$ cat src/rtl/core/fmtm_pkg.sv
// ----------------------------------------------------------------------------
// fmtm_pkg
// widths and curve constants shared by the filmic tone map pipeline
// ----------------------------------------------------------------------------
package fmtm_pkg;

    localparam int ChW  = 24;
    localparam int YW   = 20;
    localparam int YYW  = 40;
    localparam int AW   = 47;
    localparam int NW   = 64;
    localparam int QW   = 17;
    localparam int OW   = 17;
    localparam int DivStages = QW;
    localparam int PolyStages = 3;
    localparam int Depth = PolyStages + DivStages + 1;

    // curve folded to integers: num 42y^2+327680y, den 45y^2+9830400y+18*2^32
    localparam logic [24:0]   WhiteY  = 25'd734004;
    localparam logic [AW-1:0] NumA    = AW'(42);
    localparam logic [AW-1:0] NumB    = AW'(327680);
    localparam logic [AW-1:0] DenA    = AW'(45);
    localparam logic [AW-1:0] DenB    = AW'(9830400);
    localparam logic [AW-1:0] DenC    = AW'(64'd18 << 32);
    localparam logic [NW-1:0] WsNum   = NW'(91785);
    localparam logic [NW-1:0] WsDen   = NW'(66556);
    localparam logic [OW-1:0] QOne    = OW'(65536);

endpackage

$ cat src/rtl/core/fmtm_div.sv
// ----------------------------------------------------------------------------
// fmtm_div
// pipelined restoring division, one quotient bit per stage, then rounding
// ----------------------------------------------------------------------------
module fmtm_div
    import fmtm_pkg::*;
(
    input  logic           clk,
    input  logic           en,
    input  logic [NW-1:0]  num,
    input  logic [NW-1:0]  den,
    input  logic           sat,
    output logic [OW-1:0]  res
);

    logic [NW-1:0] r_reg   [DivStages];
    logic [NW-1:0] d_reg   [DivStages];
    logic [QW-1:0] q_reg   [DivStages];
    logic          sat_reg [DivStages];
    logic [OW-1:0] res_reg;
    logic [QW:0]   qr;
    logic [OW-1:0] rnd;

    genvar k;
    generate
        for (k = 0; k < DivStages; k++)
        begin : g_stage
            logic [NW-1:0] r_prev;
            logic [NW-1:0] d_prev;
            logic [QW-1:0] q_prev;
            logic          s_prev;
            logic [NW-1:0] r_sh;
            logic          take;

            if (k == 0)
            begin : g_first
                assign r_prev = num;
                assign d_prev = den;
                assign q_prev = '0;
                assign s_prev = sat;
            end
            else
            begin : g_rest
                assign r_prev = r_reg[k-1];
                assign d_prev = d_reg[k-1];
                assign q_prev = q_reg[k-1];
                assign s_prev = sat_reg[k-1];
            end

            assign r_sh = {r_prev[NW-2:0], 1'b0};
            assign take = (r_sh >= d_prev);

            always_ff @(posedge clk)
            begin
                if (en)
                begin
                    r_reg[k]   <= take ? (r_sh - d_prev) : r_sh;
                    d_reg[k]   <= d_prev;
                    q_reg[k]   <= {q_prev[QW-2:0], take};
                    sat_reg[k] <= s_prev;
                end
            end
        end
    endgenerate

    // round half up, then saturate to 1.0
    assign qr  = {1'b0, q_reg[DivStages-1]} + (QW+1)'(1);
    assign rnd = qr[QW:1];

    always_ff @(posedge clk)
    begin
        if (en)
        begin
            res_reg <= (sat_reg[DivStages-1] || rnd > QOne) ? QOne : rnd;
        end
    end

    assign res = res_reg;

endmodule

$ cat config.mk
export PLATFORM = sky130hd
export DESIGN_NAME = fmtm_div
export DESIGN_NICKNAME = d
export VERILOG_FILES = /design/src/rtl/core/fmtm_pkg.sv /design/src/rtl/core/fmtm_div.sv
export SDC_FILE = /design/constraint.sdc
export NUM_CORES = 2
export LEC_CHECK = 0
export ABC_CLOCK_PERIOD_IN_PS = 8700
export BUFFER_PORTS_ARGS = -buffer_cell sky130_fd_sc_hd__buf_2
export CELL_PAD_IN_SITES_DETAIL_PLACEMENT = 1
export CELL_PAD_IN_SITES_GLOBAL_PLACEMENT = 1
export CORE_MARGIN = 2
export CORE_UTILIZATION = 50
export CTS_BUF_LIST = sky130_fd_sc_hd__clkbuf_8
export CTS_CLUSTER_SIZE = 25
export DETAILED_ROUTE_END_ITERATION = 12
export HOLD_SLACK_MARGIN = 0.03
export PLACE_DENSITY_LB_ADDON = 0.1
export RECOVER_POWER = 50
export SLEW_MARGIN = 20
export SYNTH_ARGS = -nofsm -noshare
export SYNTH_HDL_FRONTEND = slang
export SYNTH_SLANG_ARGS = --single-unit
$ cat constraint.sdc
create_clock -name clk -period 8.7 [get_ports clk]
set_clock_uncertainty 0.1 [all_clocks]
set_input_delay 0.435 -clock clk [delete_from_list [all_inputs] [get_ports clk]]
set_output_delay 0.435 -clock clk [all_outputs]
set_load 0.005 [all_outputs]
# Word-level counts from Yosys, hierarchy flattened
# Memories as Yosys holds them, arrays and structs flattened.
# Index checks and enable logic that the tools add are counted.
# classes
order_cmp	18
reduce_logical	1
n_addsub	18
n_mux	19
# op_table
operator	n
$ge 64x64->1	17
$mux 64	17
$sub 64x64->64	17
$add 17x1->18 const B	1
$gt 17x17->1 const B	1
$mux 1	2
$logic_or 1x1->1	1
# totals
output_inout_bits	17
inputBits	131
word_cells	61
ram_bits	2482
reg_bits	17
n_memories	4
# memory_table
name	depth	width	read_ports	rd_clocked_by_memory_dff	write_ports	line_no	rtl
d_reg	17	64	16	0	17	fmtm_div.sv:17	logic [NW-1:0] d_reg [DivStages];
r_reg	17	64	16	0	17	fmtm_div.sv:16	logic [NW-1:0] r_reg [DivStages];
q_reg	17	17	17	0	17	fmtm_div.sv:18	logic [QW-1:0] q_reg [DivStages];
sat_reg	17	1	17	0	17	fmtm_div.sv:19	logic sat_reg [DivStages];

# Depth between registers and ports, before layout
# An unclocked memory read counts as a cell.
# logic_depth
depth_word	4
mapped_depth	18
ltp_nobuf	15

# Worst setup path before layout
# OpenSTA, ideal clock, no wires.
# synth_timing
path_type	reg-to-reg
start	memory r_reg[14][0], in the netlist r_reg[0][896]
end	memory r_reg[15][57], in the netlist r_reg[0][1017] (data pin)
stages_incl_launch_ff	17
t_arrival_ns	3.964
period_less_slack_ns	4.326
required_time_ns	8.338
setup_ns	0.262
slack_ns	4.374
n_path_buf	2
path_cell_list	edfxtp_1 -> fa_1 -> a211o_1 -> a21o_1 -> a221o_1 -> o31a_1 -> a221o_1 -> a2111o_1 -> a21oi_2 -> o31ai_1 -> nand2_1 -> a21boi_1 -> o21ai_1 -> a22o_2 -> buf_12 -> buf_12 -> mux2_1
# synth_rtl
element	line_no
start, declared	fmtm_div.sv:16

==> results.sh <==
export IMPL_cts_sinks=2219
export IMPL_place_area_sq_um=144200
export IMPL_rsz0062_at_grt="false"
export IMPL_drtIter0Drc=4706
export IMPL_slew_limit_headroom_pct=-345.6
export IMPL_fmax_mhz=146.0
export IMPL_initial_core_util_pct=50.15
export IMPL_gp_congestion=0.9444
export IMPL_worst_setup_path_start_kind="input pin"
export IMPL_total_power_mw=54.51
export IMPL_synthFlopType="edfxtp_1"
export IMPL_worst_r2r_setup_slack_ps=2780
export IMPL_largest_reg_flops=1024
export IMPL_async_reset_ff_share_pct=0
export IMPL_cts_max_level=5
export IMPL_die_h_um=532.9
export IMPL_cts_made_buffers=382
export IMPL_violations="capacitance limit, slew limit"
export IMPL_synth_edff_count=2219
export IMPL_grt_total_usage_pct=25.16
export IMPL_routedWlPerCell_um=20.46
export IMPL_place_inst=16980
export IMPL_grt_pass1_vias=111100
export IMPL_tritoncts="yes"
export IMPL_ant_nets=0
export IMPL_drcViolationCount=0
export IMPL_slew_viol_final=151
export IMPL_area_growth_synth_to_final_pct=10.02
export IMPL_final_core_util_pct=55.18
export IMPL_grt_overflow_total=0
export IMPL_clockBufferDepth=4
export IMPL_max_cap_viol_count=2
export IMPL_synthTopCellsByArea="edfxtp_1 48%, ha_1 9.7%, a21oi_1 4.6%"
export IMPL_postLayoutCellArea_sq_um=153900
export IMPL_synth_seq_cells=2219
export IMPL_worstSetupPathType="input pin to flip-flop"
export IMPL_syn_instance_count=13520
export IMPL_cts_root_buf="clkbuf_8"
export IMPL_viasPerCell=5.721
export IMPL_hpwl_mm=286.3
export IMPL_hold_path_class="input pin to flip-flop"
export IMPL_period_share_pct=78.74
export IMPL_yosysSeqAreaShare_pct=47.64
export IMPL_vdd_drop_max_uv=203.3
export IMPL_grt_pass1_wl_mm=582.7
export IMPL_tns_ps=0
export IMPL_wl_mm=366.0
export IMPL_dieArea_sq_um=284000
export IMPL_cts_resized=0
export IMPL_drtPass1Iterations=7
export IMPL_num_vias=102300
export IMPL_synthDistinctLibCells=100
export IMPL_cp_arrival_ps=7410
export IMPL_setup_violations=0
export IMPL_clk_pin_slew_worst_paths_ps=60
export IMPL_synth_nets=14760
export IMPL_finalHoldViolCount=0
export IMPL_row_count=194
export IMPL_grt_antenna_before_repair=3
export IMPL_cp_max_fo=109
export IMPL_avgSynthCellArea_sq_um=10.34
export IMPL_status="complete, but fails checks"
export IMPL_port_buffers=146
export IMPL_netlist_area_sq_um=139900
export IMPL_synth_top_area_share_pct=47.64
export IMPL_yosysTopAreaCell="edfxtp_1"
export IMPL_critical_path_required_ps=9260
export IMPL_finalCriticalPeriod_ps=6851
export IMPL_grt_max_degree=147
export IMPL_yosys_warnings=0
export IMPL_ios=148
export IMPL_worstMarginPinSlew_ps=6685
export IMPL_p_per_area_nw_per_um2=354.2
export IMPL_clk_latency_ps=1080
export IMPL_leakagePower_nw=65.59
export IMPL_cp_end_kind="flip-flop"
export IMPL_finalNonFillerCells=17890
export IMPL_final_net_count=15090
export IMPL_die_w_um=532.9
export IMPL_core_area_sq_um=278900
export IMPL_drive_above_1_share_pct=8.023
==> synth_stat cells, types with 51 or more instances <==
| cell | instances |
|---|---|
| xor2_1 | 411 |
| nor2_1 | 740 |
| a21oi_1 | 1291 |
| and3_1 | 99 |
| edfxtp_1 | 2219 |
| o21ai_0 | 937 |
| a21o_1 | 777 |
| nand2_1 | 1041 |
| a211oi_1 | 52 |
| and2_1 | 57 |
| nand3_1 | 188 |
| nor3_1 | 147 |
| xnor2_1 | 542 |
| o31ai_1 | 68 |
| o21a_1 | 103 |
| ha_1 | 1088 |
| nor2b_1 | 136 |
| buf_2 | 52 |
| o21bai_1 | 198 |
| mux2_2 | 329 |
| nand4_1 | 269 |
| clkbuf_1 | 403 |
| inv_1 | 1335 |
| mux2_4 | 51 |
| nand2b_1 | 134 |
| a31oi_1 | 113 |
==> cell type report <==
| class | count | area (sq um) |
|---|---|---|
| inverters | 1335 | 5011 |
| clock inverters | 303 | 2290 |
| flip-flops and latches | 2219 | 66630 |
| clock buffers | 385 | 5299 |
| repair buffers | 434 | 3632 |
| well taps | 3724 | 4659 |
| multi-input cells | 9483 | 66350 |
| fillers | 30190 | 125000 |
| diodes | 6 | 15.01 |
==> cells in the final DEF (no fill, tap or decap), types with 69 or more instances in the layout <==
cell type      netlist  layout
clkbuf_8             0     385
and3_1              99      99
o21ai_0            937     937
xnor2_1            542     542
clkinv_1             0      88
mux2_2             329     329
dlygate4sd3_1        0     217
edfxtp_1          2219    2219
o21a_1             103     102
nand4_1            269     269
nor2b_1            136     136
xor2_1             411     411
clkbuf_1           403      69
o21bai_1           198     198
nand3_1            188     188
nor3_1             147     147
nand2b_1           134     134
nand2_1           1041    1041
a21o_1             777     776
ha_1              1088    1088
buf_2               52      78
inv_1             1335    1432
a31oi_1            113     112
nor2_1             740     740
a21oi_1           1291    1290
==> cell families (layout without fill, tap and decap cells) <==
group	count (synthesis)	count (layout)	share of synthesized area, %
flip-flops	2219	2219	47.64
other	0	6	0
buffers and inverters	1822	2457	5.053
adder cells (fa/ha/maj)	1104	1104	9.961
multiplexers	401	401	3.351
XOR/XNOR	953	953	5.967
AND/OR/NAND/NOR	3009	3009	10.13
AO/OA/AOI/OAI	4016	4016	17.90
==> worst max-delay path, cell delays in order <==
cell           delay (ps)
dlygate4sd3_1         530
clkbuf_1             4460
buf_4                1140
buf_12                410
==> per-layer routing <==
metal | share of wire, % | up-vias | wire [um] | global-route usage [%]
met5 | 0 | - | 0 | 0
met4 | 6.2 | 0 | 22510 | 14.28
met3 | 2.7 | 1025 | 9871 | 2.749
met2 | 53 | 1923 | 193000 | 48.30
met1 | 38 | 49400 | 140600 | 26.39
li1 | - | 49990 | - | -
==> metrics by stage <==
step,hold WS (ps),worst slack [ps]
global route,110.1,1262
CTS,36.78,2653
finish,178.4,1849
global placement,300.3,2771
detailed placement,305.2,2733
floorplan,300.3,4374
==> power breakdown <==
part           internal (mW)  total (mW)  leakage, nW  switching (mW)
Clock                   5.16        9.50         4.20            4.34
Combinational           11.4        27.6         39.6            16.2
Sequential              15.7        17.4         21.8            1.65
Total                   32.3        54.5         65.6            22.2
==> final timing paths <==
kind / from / to / cells after the start
max: en / r_reg[0][638] / 4
min: num[48] / r_reg[0][49] / 3
max reg2reg: r_reg[0][68] / r_reg[0][141] / 13
min reg2reg: sat_reg[0][5] / sat_reg[0][6] / 0
==> timing repair <==
action / 4_1_cts / 5_1_grt
endpoints found under the hold margin: 283 / 0
hold buffers: 217 / 0
buffers inserted: 0 / 0
(Power assumes the default switching activity.)
