$ cat src/rtl/core/fmtm_pkg.sv
// ----------------------------------------------------------------------------
// fmtm_pkg
// widths and curve constants shared by the filmic tone map pipeline
// ----------------------------------------------------------------------------
package fmtm_pkg;

    localparam int ChW  = 24;
    localparam int YW   = 20;
    localparam int YYW  = 40;
    localparam int AW   = 47;
    localparam int NW   = 64;
    localparam int QW   = 17;
    localparam int OW   = 17;
    localparam int DivStages = QW;
    localparam int PolyStages = 3;
    localparam int Depth = PolyStages + DivStages + 1;

    // curve folded to integers: num 42y^2+327680y, den 45y^2+9830400y+18*2^32
    localparam logic [24:0]   WhiteY  = 25'd734004;
    localparam logic [AW-1:0] NumA    = AW'(42);
    localparam logic [AW-1:0] NumB    = AW'(327680);
    localparam logic [AW-1:0] DenA    = AW'(45);
    localparam logic [AW-1:0] DenB    = AW'(9830400);
    localparam logic [AW-1:0] DenC    = AW'(64'd18 << 32);
    localparam logic [NW-1:0] WsNum   = NW'(91785);
    localparam logic [NW-1:0] WsDen   = NW'(66556);
    localparam logic [OW-1:0] QOne    = OW'(65536);

endpackage

$ cat src/rtl/core/fmtm_poly.sv
// ----------------------------------------------------------------------------
// fmtm_poly
// three stage evaluation of numerator and denominator of the scaled curve
// ----------------------------------------------------------------------------
module fmtm_poly
    import fmtm_pkg::*;
(
    input  logic            clk,
    input  logic            en,
    input  logic [ChW-1:0]  x,
    output logic [NW-1:0]   num,
    output logic [NW-1:0]   den,
    output logic            sat
);

    logic [24:0]    y2;
    logic [YW-1:0]  y_reg;
    logic [YYW-1:0] yy_reg;
    logic           sat1_reg;
    logic [AW-1:0]  a_reg;
    logic [AW-1:0]  b_reg;
    logic           sat2_reg;
    logic [NW-1:0]  n_reg;
    logic [NW-1:0]  d_reg;
    logic           sat3_reg;
    logic [AW-1:0]  a_next;
    logic [AW-1:0]  b_next;

    assign y2 = {x, 1'b0};

    always_comb
    begin
        a_next = NumA * AW'(yy_reg) + NumB * AW'(y_reg);
        b_next = DenA * AW'(yy_reg) + DenB * AW'(y_reg) + DenC;
    end

    always_ff @(posedge clk)
    begin
        if (en)
        begin
            y_reg    <= y2[YW-1:0];
            yy_reg   <= YYW'(y2[YW-1:0]) * YYW'(y2[YW-1:0]);
            sat1_reg <= (y2 >= WhiteY);
            a_reg    <= a_next;
            b_reg    <= b_next;
            sat2_reg <= sat1_reg;
            n_reg    <= NW'(a_reg) * WsNum;
            d_reg    <= NW'(b_reg) * WsDen;
            sat3_reg <= sat2_reg;
        end
    end

    assign num = n_reg;
    assign den = d_reg;
    assign sat = sat3_reg;

endmodule

$ cat config.mk
export PLATFORM = sky130hd
export DESIGN_NAME = fmtm_poly
export DESIGN_NICKNAME = d
export VERILOG_FILES = /design/src/rtl/core/fmtm_pkg.sv /design/src/rtl/core/fmtm_poly.sv
export SDC_FILE = /design/constraint.sdc
export NUM_CORES = 2
export LEC_CHECK = 0
export ABC_AREA = 1
export BUFFER_PORTS_ARGS = -buffer_cell sky130_fd_sc_hd__buf_2
export CAP_MARGIN = 25
export CELL_PAD_IN_SITES_DETAIL_PLACEMENT = 0
export CELL_PAD_IN_SITES_GLOBAL_PLACEMENT = 1
export CORE_ASPECT_RATIO = 0.7
export CORE_MARGIN = 2
export CORE_UTILIZATION = 50
export CTS_CLUSTER_SIZE = 12
export DETAILED_ROUTE_END_ITERATION = 8
export GPL_TIMING_DRIVEN = 0
export HOLD_SLACK_MARGIN = 0.05
export PLACE_DENSITY = 0.81
export RECOVER_POWER = 100
export SLEW_MARGIN = 20
export SYNTH_ARGS = -nofsm -noshare
export SYNTH_HDL_FRONTEND = slang
export SYNTH_SLANG_ARGS = --single-unit
export TNS_END_PERCENT = 20
$ cat constraint.sdc
create_clock -name clk -period 6.3 [get_ports clk]
set_input_delay 0.315 -clock clk [delete_from_list [all_inputs] [get_ports clk]]
set_output_delay 0.315 -clock clk [all_outputs]
set_load 0.02 [all_outputs]
# --- After elaboration in Yosys (flattened, before gate mapping) ---
# Index checks and enable logic that the tools add are counted.
word_totals:
  word_cells: 20
  out_inout_bits: 129
  input_bits: 26
  ff_bits: 280
op_classes:
  n_lt_le_gt_ge: 1
  add_sub_neg: 3
  multipliers: 7
op_table:
  columns: ["operator", "n"]
  rows:
  - ["$mul A47 B17 Y64 const B", 1]
  - ["$mul A47 B15 Y62 const B", 1]
  - ["$add A46 B39 Y47", 1]
  - ["$add A46 B44 Y47", 1]
  - ["$add A47 B37 Y47 const B", 1]
  - ["$mul A6 B38 Y44 const A", 1]
  - ["$mul A5 B38 Y43 const A", 1]
  - ["$mul A19 B19 Y38", 1]
  - ["$mul A7 B19 Y26 const A", 1]
  - ["$ge A25 B20 Y1 const B", 1]
  - ["$mul A3 B19 Y22 const A", 1]

# --- Depth between registers and ports, before layout ---
logic_depth:
  depth_word: 3
  depth_mapped: 30
  ltp_nobuf: 30

# --- Least setup slack after synthesis ---
# Ideal clock, no wire load.
synth_timing:
  path_type: "input port to flip-flop"
  startpoint: "input port x[7]"
  endpoint: "register yy_reg[32], data pin"
  path_slack_ns: 0.459
  n_path_buf: 2
  path_stages: 22
  setup_time_ns: 0.258
  t_required_ns: 6.042
  t_arrival_ns: 5.582
  path_cell_list: "clkbuf_1 -> clkbuf_1 -> nand2_1 -> fa_1 -> inv_1 -> fa_1 -> fa_1 -> inv_1 -> fa_1 -> inv_1 -> fa_1 -> inv_1 -> fa_1 -> inv_1 -> ha_1 -> a21o_1 -> a31oi_1 -> nand2_1 -> a21oi_1 -> o21ai_0 -> a21oi_1 -> xnor2_1"
synth_between:
  elab_chain_len: 1
synth_rtl:
  columns: ["item", "line", "text"]
  rows:
  - ["from (decl)", "fmtm_poly.sv:10", "input logic [ChW-1:0] x,"]
  - ["$mul A19 B19 Y38", "fmtm_poly.sv:42", "yy_reg <= YYW'(y2[YW-1:0]) * YYW'(y2[YW-1:0]);"]
  - ["to (signal assigned)", "fmtm_poly.sv:42", null]
  - ["to (decl)", "fmtm_poly.sv:18", "logic [YYW-1:0] yy_reg;"]
# No other way between the ends.
# A chain may end at the register's enable or synchronous reset.

# --- Final worst setup path ---
layout_timing:
  startpoint: "register a_reg[29]"
  endpoint: "register n_reg[58] (netlist: num[58]), data pin"
layout_between:
  elab_chain_len: 1
layout_rtl:
  columns: ["item", "line", "text"]
  rows:
  - ["from (decl)", "fmtm_poly.sv:20", "logic [AW-1:0] a_reg;"]
  - ["from (signal assigned)", "fmtm_poly.sv:44", "a_reg <= a_next;"]
  - ["$mul A47 B17 Y64", "fmtm_poly.sv:47", "n_reg <= NW'(a_reg) * WsNum;"]
  - ["to (signal assigned)", "fmtm_poly.sv:47", null]
  - ["to (decl)", "fmtm_poly.sv:23", "logic [NW-1:0] n_reg;"]
# No other way between the ends.

==> impl_results.rst <==
.. list-table::
   :header-rows: 1

   * - Metric
     - Value
   * - Status
     - finished, violations left
   * - Violations in the final reports
     - capacitance limit, slew limit, setup timing
   * - Total DRC errors in the routed layout
     - 0
   * - Kind of cell adding the most delay to the critical path
     - adder cells
   * - Distinct cell type count after synthesis
     - 56
   * - Nature of the critical path endpoint
     - flip-flop
   * - Combined area of all synthesized cells
     - 58250 µm²
   * - DR iter-0 viols
     - about 4600
   * - Cell with the biggest individual delay on the critical path
     - sky130_fd_sc_hd__o21ai_0
   * - Number of flip-flops in the largest register
     - 60
   * - Post-place setup slack
     - -1.278 ns
   * - Period utilization
     - 100.0%
   * - Register cell area after layout
     - ~7800 µm²
   * - Number of synthesis warnings
     - 0
   * - Buffer depth of the longest clock path
     - 3
   * - Number of buffers created by CTS
     - 36
   * - Clk Tree Root Cell
     - sky130_fd_sc_hd__clkbuf_16
   * - Total number of placement rows
     - about 100
   * - Final count of hold timing violations
     - 0
   * - Final setup skew
     - between 0.03 and 0.04 ns
   * - Largest net degree at the start of global routing
     - between 80 and 90
   * - DRT antenna net count
     - 0
   * - Clock sink count
     - about 260
   * - Maximum cell stage delay along the critical path
     - about 0.8 ns
   * - Final min period
     - 6.301 ns
   * - Proportion of synthesized chip area in sequential cells
     - a little over an eighth
   * - Worst-path maximum fanout
     - 8
   * - Worst-Skew Late Latency
     - roughly 0.62 ns
   * - Critical path launch point type
     - flip-flop
   * - Core occupancy in the finished layout
     - 54.82%
   * - Async S/R FF share, synth
     - 0%
   * - Count of final max-slew check failures
     - just over 200
   * - Area of combinational cells with multiple inputs
     - around 44000 µm²
   * - GRT overflow
     - 0
   * - Drt first pass iters
     - 6
   * - Setup repair after global routing missed its margin
     - true
   * - Crit path setup slack, layout
     - -0.0007345 ns
   * - Share of final-layout standard cells stronger than drive strength 1
     - between 4 and 5%
   * - Die area
     - between 100000 and 150000 µm²
   * - Initial core utilization
     - just over 50%
   * - Nets
     - 8898
   * - Number of enable flip-flop cells after synthesis
     - 261
   * - First-pass GRT wire length
     - between 200000 and 300000 µm
   * - Flip-flop and latch count after synthesis
     - 261
   * - Die width
     - 412.0 µm
   * - Summed area of non-filler cells in the final layout
     - around 63000 µm²
   * - CORE AREA
     - between 100000 and 150000 µm²
   * - Fillers
     - 10970
   * - Worst path cell trace
     - ha_1 -> inv_1 -> fa_1 -> inv_1 -> fa_1 -> inv_1 -> fa_1 -> fa_1 -> fa_1 -> inv_1 -> ha_1 -> nand2_1 -> nor2_1 -> inv_1 -> o21ai_0 -> nand3_1 -> nand2_1 -> a21oi_1 -> o21ai_0 -> xor2_1
   * - Vias in the first global route
     - 45400
   * - Die height
     - ~290 µm
   * - Number of H-tree levels
     - 2
   * - Max transition margin
     - -191.1%
   * - CP required
     - between 6 and 7 ns
   * - Vias after detailed routing
     - ~46000
   * - Highest clock rate
     - ~160 MHz
   * - GRT Overall Usage
     - between 20% and 30%
   * - Final WL
     - 172200 µm
   * - Placer Congestion
     - 1.007
   * - Total setup violations reported at the end of the flow
     - 1
   * - Transition at the pin with the smallest max-transition slack
     - roughly 4.4 ns
   * - Post-DP HPWL
     - ~150000 µm
   * - Total of max-cap violations
     - 3
   * - Layout Area Growth over Synthesis
     - 8.486%
   * - Gate count after technology mapping
     - between 6000 and 7000
   * - Buffers added on ports
     - about 150
   * - Clock slew at reported path FFs
     - ~0.060 ns
   * - Mean instance size in the synthesized netlist
     - roughly 8.6 µm²
   * - Worst endpoint data arrival time
     - 6.65 ns
   * - Worst min path class
     - in2reg
   * - Buffers & Inverters on Critical Path
     - 5
   * - Clock tree from TritonCTS
     - built
   * - Initial antenna violation count
     - 2
   * - Average vias per placed instance
     - ~5.3
   * - Start-to-end type of the worst setup path
     - reg2reg
   * - Routed wirelength normalized by instance count
     - roughly 20 µm
   * - Instance area at placement
     - just over 60000 µm²
   * - Top-level I/O count
     - between 150 and 200
   * - Prevailing post-synth register cell
     - sky130_fd_sc_hd__edfxtp_1
## worst paths after layout
kind	startpoint	slack (ns)	to	depth (start not counted)
max	a_reg[29]$_DFFE_PP_	-0.0007	num[58]$_DFFE_PP_	20
min	x[9]	0.09	y_reg[10]$_DFFE_PP_	1
max reg2reg	a_reg[29]$_DFFE_PP_	-0.0007	num[58]$_DFFE_PP_	20
min reg2reg	sat1_reg$_DFFE_PP_	0.42	sat2_reg$_DFFE_PP_	0
## final cells by class
type / count / area share (%)
Multi-Input combinational cell: 4657 / 69.40
Sequential cell: 261 / 12.40
Inverter: 1826 / 10.85
Tap cell: 1537 / 3.043
Clock buffer: 39 / 1.443
Clock inverter: 22 / 0.3999
Timing Repair Buffer: 231 / 2.029
Buffer: 41 / 0.4296
Antenna cell: 1 / 0.003960
## cells in the mapped netlist (51+ instances only)
cell                       number  area share (%)
sky130_fd_sc_hd__a31oi_1       51            0.55
sky130_fd_sc_hd__ha_1         972              21
sky130_fd_sc_hd__nor2_1       395             2.5
sky130_fd_sc_hd__nand3_1      160             1.4
sky130_fd_sc_hd__a21oi_1      335             2.9
sky130_fd_sc_hd__fa_1         846              29
sky130_fd_sc_hd__o21ai_0      184             1.6
sky130_fd_sc_hd__edfxtp_1     261              13
sky130_fd_sc_hd__nand2_1     1062             6.8
sky130_fd_sc_hd__xor2_1       203             3.1
sky130_fd_sc_hd__inv_1       1821              12
sky130_fd_sc_hd__xnor2_1       81             1.2
## cell usage in the layout, fill, tap and decap left out, types with 158 or more instances in the layout
cell type / n
sky130_fd_sc_hd__nand2_1: 1057
sky130_fd_sc_hd__a21oi_1: 322
sky130_fd_sc_hd__edfxtp_1: 261
sky130_fd_sc_hd__xor2_1: 195
sky130_fd_sc_hd__inv_1: 1817
sky130_fd_sc_hd__nor2_1: 389
sky130_fd_sc_hd__o21ai_0: 181
sky130_fd_sc_hd__fa_1: 845
sky130_fd_sc_hd__nand3_1: 158
sky130_fd_sc_hd__ha_1: 960
## cell families after synthesis
logic type / after synthesis / share of synthesized area, %
fa+ha+maj: 1818 / 49.95
simple gates: 1774 / 12.49
buf+inv: 1876 / 12.15
flops: 261 / 13.45
xor+xnor: 284 / 4.270
mux: 1 / 0.01933
compound gates: 772 / 7.661
other cells: 1 / 0.006437
## repair_timing
action | CTS | global route
gates cloned | 0 | 0
pin swaps | 1 | 12
setup endpoints to repair | 55 | 66
hold endpoints to repair | 17 | 0
hold buffers | 19 | 0
resized for setup | 52 | 142
setup buffers | 9 | 53
## per-stage QoR
step	cells	TNS (ns)	hold WS (ns)
2_1_floorplan	6794	0	0.4003
3_5_place_dp	8481	-28.06	0.4045
5_1_grt	8614	-2.316	0.06796
6_report	8615	-0.0007345	0.09318
4_1_cts	8564	0	0.05659
3_3_place_gp	8477	-27.37	0.4070
## per-layer routing
metal / track usage (%) / vias up / share of wire, %
met5: 0 / - / 0
met4: 4.088 / 0 / 1.4
met3: 8.158 / 136 / 11
met2: 38.46 / 1845 / 37
met1: 47.66 / 22220 / 50
li1: - / 21670 / -
Power is not shown: default switching activity piles up to over one toggle a cycle in this logic, so the estimate is an artifact.
